[src/rtl/fbpa_pkg.sv]
// Shared types and constants for the fixed block pool allocator.
// No dependencies; imported by every rtl file of the block.
`default_nettype none

package fbpa_pkg;

  // Page geometry; the port widths below are sized for these
  localparam int POOL_BYTES = 8192;
  localparam int MAX_BLOCKS = 512;

  // Fixed field widths of the ports
  localparam int SZ_W   = 14;   // block size register
  localparam int OFF_W  = 13;   // byte offsets
  localparam int FREE_W = 10;   // reported free block count
  localparam int STAT_W = 2;

  localparam logic [SZ_W-1:0] MIN_BLOCK = SZ_W'(16);
  localparam logic [SZ_W-1:0] RST_BLOCK = SZ_W'(16);

  // Result status codes
  localparam logic [STAT_W-1:0] ST_OK        = 2'd0;
  localparam logic [STAT_W-1:0] ST_EXHAUSTED = 2'd1;
  localparam logic [STAT_W-1:0] ST_BAD_FREE  = 2'd2;

  // Request codes
  localparam logic ACT_ALLOC = 1'b0;
  localparam logic ACT_FREE  = 1'b1;

  // Divider status seen by the sequencer
  typedef struct packed {
    logic busy;
    logic done;   // one-cycle pulse, quotient/remainder valid from then on
  } div_stat_t;

endpackage

`default_nettype wire

[src/rtl/fbpa_div.sv]
// Restoring radix-2 divider, one quotient bit per cycle.
// Depends on fbpa_pkg (SZ_W, div_stat_t).
`default_nettype none

module fbpa_div #(
  parameter int DVD_W = 14
) (
  input  wire logic                      clk,
  input  wire logic                      rst,
  input  wire logic                      start,
  input  wire logic [DVD_W-1:0]          dividend,
  input  wire logic [fbpa_pkg::SZ_W-1:0] divisor,
  output fbpa_pkg::div_stat_t            stat,
  output logic [DVD_W-1:0]               quotient,
  output logic [fbpa_pkg::SZ_W-1:0]      remainder
);
  import fbpa_pkg::*;

  localparam int CW = $clog2(DVD_W);

  logic [DVD_W-1:0] dvd;
  logic [SZ_W-1:0]  rem;
  logic [SZ_W-1:0]  dvs;
  logic [CW-1:0]    cnt;
  logic             busy;
  logic             done;
  logic [SZ_W:0]    rem_sh;
  logic             ge;

  assign rem_sh = {rem, dvd[DVD_W-1]};
  assign ge     = rem_sh >= {1'b0, dvs};

  always_ff @(posedge clk) begin
    if (rst) begin
      busy <= 1'b0;
      done <= 1'b0;
      cnt  <= '0;
    end else if (start) begin
      busy <= 1'b1;
      done <= 1'b0;
      cnt  <= '0;
      dvd  <= dividend;
      dvs  <= divisor;
      rem  <= '0;
    end else if (busy) begin
      rem <= ge ? SZ_W'(rem_sh - {1'b0, dvs}) : rem_sh[SZ_W-1:0];
      dvd <= {dvd[DVD_W-2:0], ge};
      if (cnt == CW'(DVD_W - 1)) begin
        busy <= 1'b0;
        done <= 1'b1;
      end else begin
        cnt  <= cnt + CW'(1);
        done <= 1'b0;
      end
    end else begin
      done <= 1'b0;
    end
  end

  assign stat.busy = busy;
  assign stat.done = done;
  assign quotient  = dvd;
  assign remainder = rem;

endmodule

`default_nettype wire

[config.mk]
export PLATFORM = sky130hd
export DESIGN_NAME = fbpa_div
export DESIGN_NICKNAME = d
export VERILOG_FILES = /design/src/rtl/fbpa_pkg.sv /design/src/rtl/fbpa_div.sv
export SDC_FILE = /design/constraint.sdc
export NUM_CORES = 1
export LEC_CHECK = 0
export BUFFER_PORTS_ARGS = -buffer_cell sky130_fd_sc_hd__buf_2
export CAP_MARGIN = 20
export CORE_MARGIN = 4
export CORE_UTILIZATION = 45
export DETAILED_ROUTE_END_ITERATION = 16
export MAX_ROUTING_LAYER = met4
export PLACE_DENSITY = 0.68
export SYNTH_ARGS = -nofsm -noshare
export SYNTH_HDL_FRONTEND = slang
export SYNTH_SLANG_ARGS = --single-unit
[constraint.sdc]
create_clock -name clk -period 4 [get_ports clk]
set_input_delay 0.6 -clock clk [delete_from_list [all_inputs] [get_ports clk]]
set_output_delay 0.6 -clock clk [all_outputs]
set_load 0.05 [all_outputs]
# [After elaboration in Yosys (flattened, before gate mapping)]
# Cells that the tools add are included.
[totals] ff_bits=48 input_bits=31 out_inout_bits=30 elab_cells=27
[classes] add_sub_neg=2 n_lt_le_gt_ge=1 eq_ne=1 n_mux=8 bitwise_logic=3 n_reduce_logical=6
[op_table] cell="2-to-1 mux 14 bit" n=4
[op_table] cell=">= comparator 15 x 14 -> 1 bit" n=1
[op_table] cell="subtractor 14 bit" n=1
[op_table] cell="AND reduction 2 bit" n=3
[op_table] cell="adder 4 x 1 -> 4 bit, second input constant" n=1
[op_table] cell="equality test 4 bit, second input constant" n=1
[op_table] cell="2-to-1 mux 1 bit" n=4
[op_table] cell="NOT 1 bit" n=3
[op_table] cell="OR reduction 3 bit" n=1
[op_table] cell="nonzero test 2 bit" n=1
[op_table] cell="OR reduction 2 bit" n=1

# [Longest topological paths before layout]
[depth] word_depth=4 ltp_mapped=11 mapped_depth_nobuf=10

# [Worst setup path after synthesis]
# No wires, ideal clock.
[synth_path] kind="in2reg" from="input port start" to="register dvd[0] (netlist: quotient[0]), enable pin" setup_time_ns=0.413 t_arrival_ns=2.443 t_required_ns=3.587 setup_slack_ns=1.144 path_stages=4 path_buffers=2 path_cell_list="clkbuf_1 clkbuf_1 nor2_1 nor2_1"
[synth_via] elab_chain_len=2
[synth_rtl] element="start: declaration" line_no="fbpa_div.sv:10" rtl="input wire logic start,"
[synth_rtl] element="nonzero test 2 bit (no line)"
[synth_rtl] element="AND reduction 2 bit (no line)"
[synth_rtl] element="end signal: assignment" line_no="fbpa_div.sv:42" rtl="dvd <= dividend;"
[synth_rtl] element="end signal: assignment" line_no="fbpa_div.sv:47" rtl="dvd <= {dvd[DVD_W-2:0], ge};"
[synth_rtl] element="end: declaration" line_no="fbpa_div.sv:21" rtl="logic [DVD_W-1:0] dvd;"
# Every way passes these cells.
# A chain may end at the register's enable or synchronous reset.

# [Worst setup path after layout]
[layout_path] from="register rem[4] (netlist: remainder[4])" to="register rem[13] (netlist: remainder[13]) (data pin)"
[layout_via] elab_chain_len=3 word_cells_on_any_way=4 cone_classes="1 x add/sub; 1 x order compare; 2 x mux"
[layout_rtl] element="start: declaration" line_no="fbpa_div.sv:22" rtl="logic [SZ_W-1:0] rem;"
[layout_rtl] element="start signal: assignment" line_no="fbpa_div.sv:46" rtl="rem <= ge ? SZ_W'(rem_sh - {1'b0, dvs}) : rem_sh[SZ_W-1:0];"
[layout_rtl] element="subtractor 14 bit or >= comparator 15 x 14 -> 1 bit (tied branches)" line_no="fbpa_div.sv:46, fbpa_div.sv:31"
[layout_rtl] element="2-to-1 mux 14 bit (*)" line_no="fbpa_div.sv:46"
[layout_rtl] element="2-to-1 mux 14 bit (*)" line_no="fbpa_div.sv:45" rtl="end else if (busy) begin"
# Every way passes the cells marked *; elsewhere a longest branch is shown, timed or not. The select of a mux whose other input is x is not followed.

==> impl_metrics.yaml <==
setup_path:
  worstPathArrival_ns: 2.94
  critPathRequiredTime_ns: 4.13
  critPathMaxFanout: 20
  criticalPathCategory: "reg2reg"
  crit_path_end_kind: "flop"
  cp-start-kind: "flop"
timing:
  skew_ns: 0.00799
  finalCritPeriodShare: 0.702
  hold_slack_ns: 0.466
  max_slew_margin: 0.352
  finalHoldViolCount: 0
  min_period_ns: 2.81
  fmax_mhz: 356
  worst_slew_pin_slew_ns: 0.969
  maxSlewViolCount: 0
  setup_violations: 0
  rsz0062_at_grt: "false"
  tns_ns: 0
drt:
  vias: 1893
  via_per_inst: 5.21
  wl_mm: 5.38
  drt_iter0_markers: 104
  route.detailed.drc: 0
  antenna_left: 0
  wl_per_cell_um: 14.8
  drt_first_pass_iters: 4
global_route:
  met1_usage: 0.206
  grt_remaining_overflow: 0
  grt_pass1_vias: 1821
  grt_util_met3: 0.0408
  antenna_found_initial: 0
  grt_pass1_wl_mm: 8.67
  grt_max_degree: 38
  grt_util_met2: 0.237
  grt_usage: 0.157
  grt.busiest_layer: "met2"
yosys:
  netlist_instances: 231
  ys_seq_area_frac: 0.514
  yosys_warnings: 0
  synth_most_common_cell: "edfxtp_1"
  syn_avg_cell_area_um2: 11.6
  synth_top_area_frac: 0.469
  yosysTopAreaCell: "edfxtp_1"
  synth_cell_types: 44
  synth_nets: 280
  yosys_register_bits: 48
  synthArstFlopShare: 0
  ys_top_cells_by_count: "42 x edfxtp_1, 23 x nor2_1, 20 x inv_1, 17 x ha_1, 14 x mux2_2"
  yosys-top-cells-area: "edfxtp_1 47%, ha_1 7.9%, mux2_2 5.9%"
  synth_edf_count: 42
  syn_area_um2: 2690
  synth_ff_type: "edfxtp_1"
run:
  max_cap_viol_count: 0
place:
  portBuffers: 60
  hpwlAfterDp_mm: 4.02
  gp_congestion: 0.921
  dp.cells: 355
pwr:
  leakage_nw: 1.31
  swShare: 0.341
  vdd_drop_max_mv: 0.166
  power.density_nw_per_um2: 417
  p_total_mw: 1.30
  comb_power_share: 0.303
  clock_power_share: 0.224
  seq_power_share: 0.473
  p_sw_mw: 0.444
  p_int_mw: 0.857
die:
  core_um2: 5640
  ios: 61
  fp.dieW_um: 85.3
  start_util: 0.476
  num_rows: 27
  die_h_um: 85.3
  die-area_um2: 7270
layout:
  layout.nets: 339
  n_antenna_cell: 0
  drive_above_1_share: 0.313
  stdcell_count: 363
  areaGrowthSynthToFinish_pct: 16.1
clock_network:
  hold_buffers: 0
  cts_setup_buffers: 0
  clockBufferDepth: 2
  htree_levels: 2
  cts_resized: 0
  numCtsBuffers: 5
  clk_pin_slew_ns: 0.09
  cts-root-buf: "clkbuf_8"
  cts_sinks: 48
  cts_tree: "yes"
  worstSkewPairLatency_ns: 0.31
outcome:
  status: "finished clean"
worst_hold_path:
  min_path_type: "in2reg"
area by class of cell:
cell class                      count  area [µm²]
Clock buffer                        5        68.8
Clock inverter                      3        18.8
Fill cell                         510        2520
Inverter                           20        75.1
Multi-Input combinational cell    152        1160
Sequential cell                    48        1380
Tap cell                           72        90.1
Timing Repair Buffer               63         323
logic make-up (layout without fill, tap and decap cells):
| group | count (synthesis) | in the layout | share of synthesized area |
|---|---|---|---|
| XOR/XNOR | 13 | 13 | 0.0424 |
| adder cells (fa/ha/maj) | 18 | 18 | 0.0866 |
| multiplexers | 19 | 19 | 0.0773 |
| buffers and inverters | 31 | 91 | 0.0545 |
| AND/OR/NAND/NOR | 58 | 58 | 0.108 |
| AO/OA/AOI/OAI | 44 | 44 | 0.117 |
| flip-flops | 48 | 48 | 0.514 |
metal layers:
metal	routed length, µm	vias to the layer above
li1	-	959
met1	2530	883
met2	2510	43
met3	258	8
met4	85	0
met5	0	-
flip-flops by register name, indices dropped and copies added (netlist names):
name and flops:
quotient 14, cnt 4, remainder 14, done 1
dvs 14, busy 1
per-stage QoR:
stage,setup WS (ns),area [µm²],util
5_1_grt,0.988,3120,0.553
2_1_floorplan,1.14,2690,-
6_report,1.19,3120,0.553
4_1_cts,1.16,3120,0.553
3_5_place_dp,1.19,3030,0.537
3_3_place_gp,1.25,3030,0.537
layout by cell type, fill, tap and decap left out, types with 2 or more instances in the layout:
cell and instances:
nand2b_1 4, dfxtp_1 6, a21o_1 3, nand3_1 2
o21a_1 2, a211oi_2 2, nor2_1 22, buf_2 60
a21oi_1 13, nand4_1 6, o31ai_1 2, inv_1 20
ha_1 17, edfxtp_1 42, buf_4 3, mux2_2 14
mux2i_1 5, xor2_1 5, and3_1 2, a211oi_1 5
clkinv_2 2, xnor2_1 8, o22ai_1 2, nand2_1 8
nor2b_1 2, o21ai_0 7, nor3_1 4, clkbuf_8 5
final timing paths:
kind,slack [ns],cells after the start,to,startpoint
hold / removal,0.47,1,dvs[4],divisor[4]
setup / recovery,1.19,7,remainder[13],remainder[4]
hold reg to reg,0.51,1,done,busy
setup reg to reg,1.19,7,remainder[13],remainder[4]
worst max-delay path: stages (launching register included):
cell and delay [ns]:
edfxtp_1 0.43, ha_1 0.40, o21ai_0 0.14, a21oi_1 0.26
nand4_1 0.16, o211ai_2 0.79, or2b_1 0.30, o22ai_1 0.15
power by group through the flow:
stage	clock (mW)	sequential [mW]	combinational, mW
finish	0.291	0.616	0.394
CTS	0.302	0.616	0.397
detailed placement	0	0.628	0.395
global route	0.322	0.621	0.434
global placement	0	0.626	0.391
floorplan	0	0.709	0.235
Power figures use the tool's default switching activity.
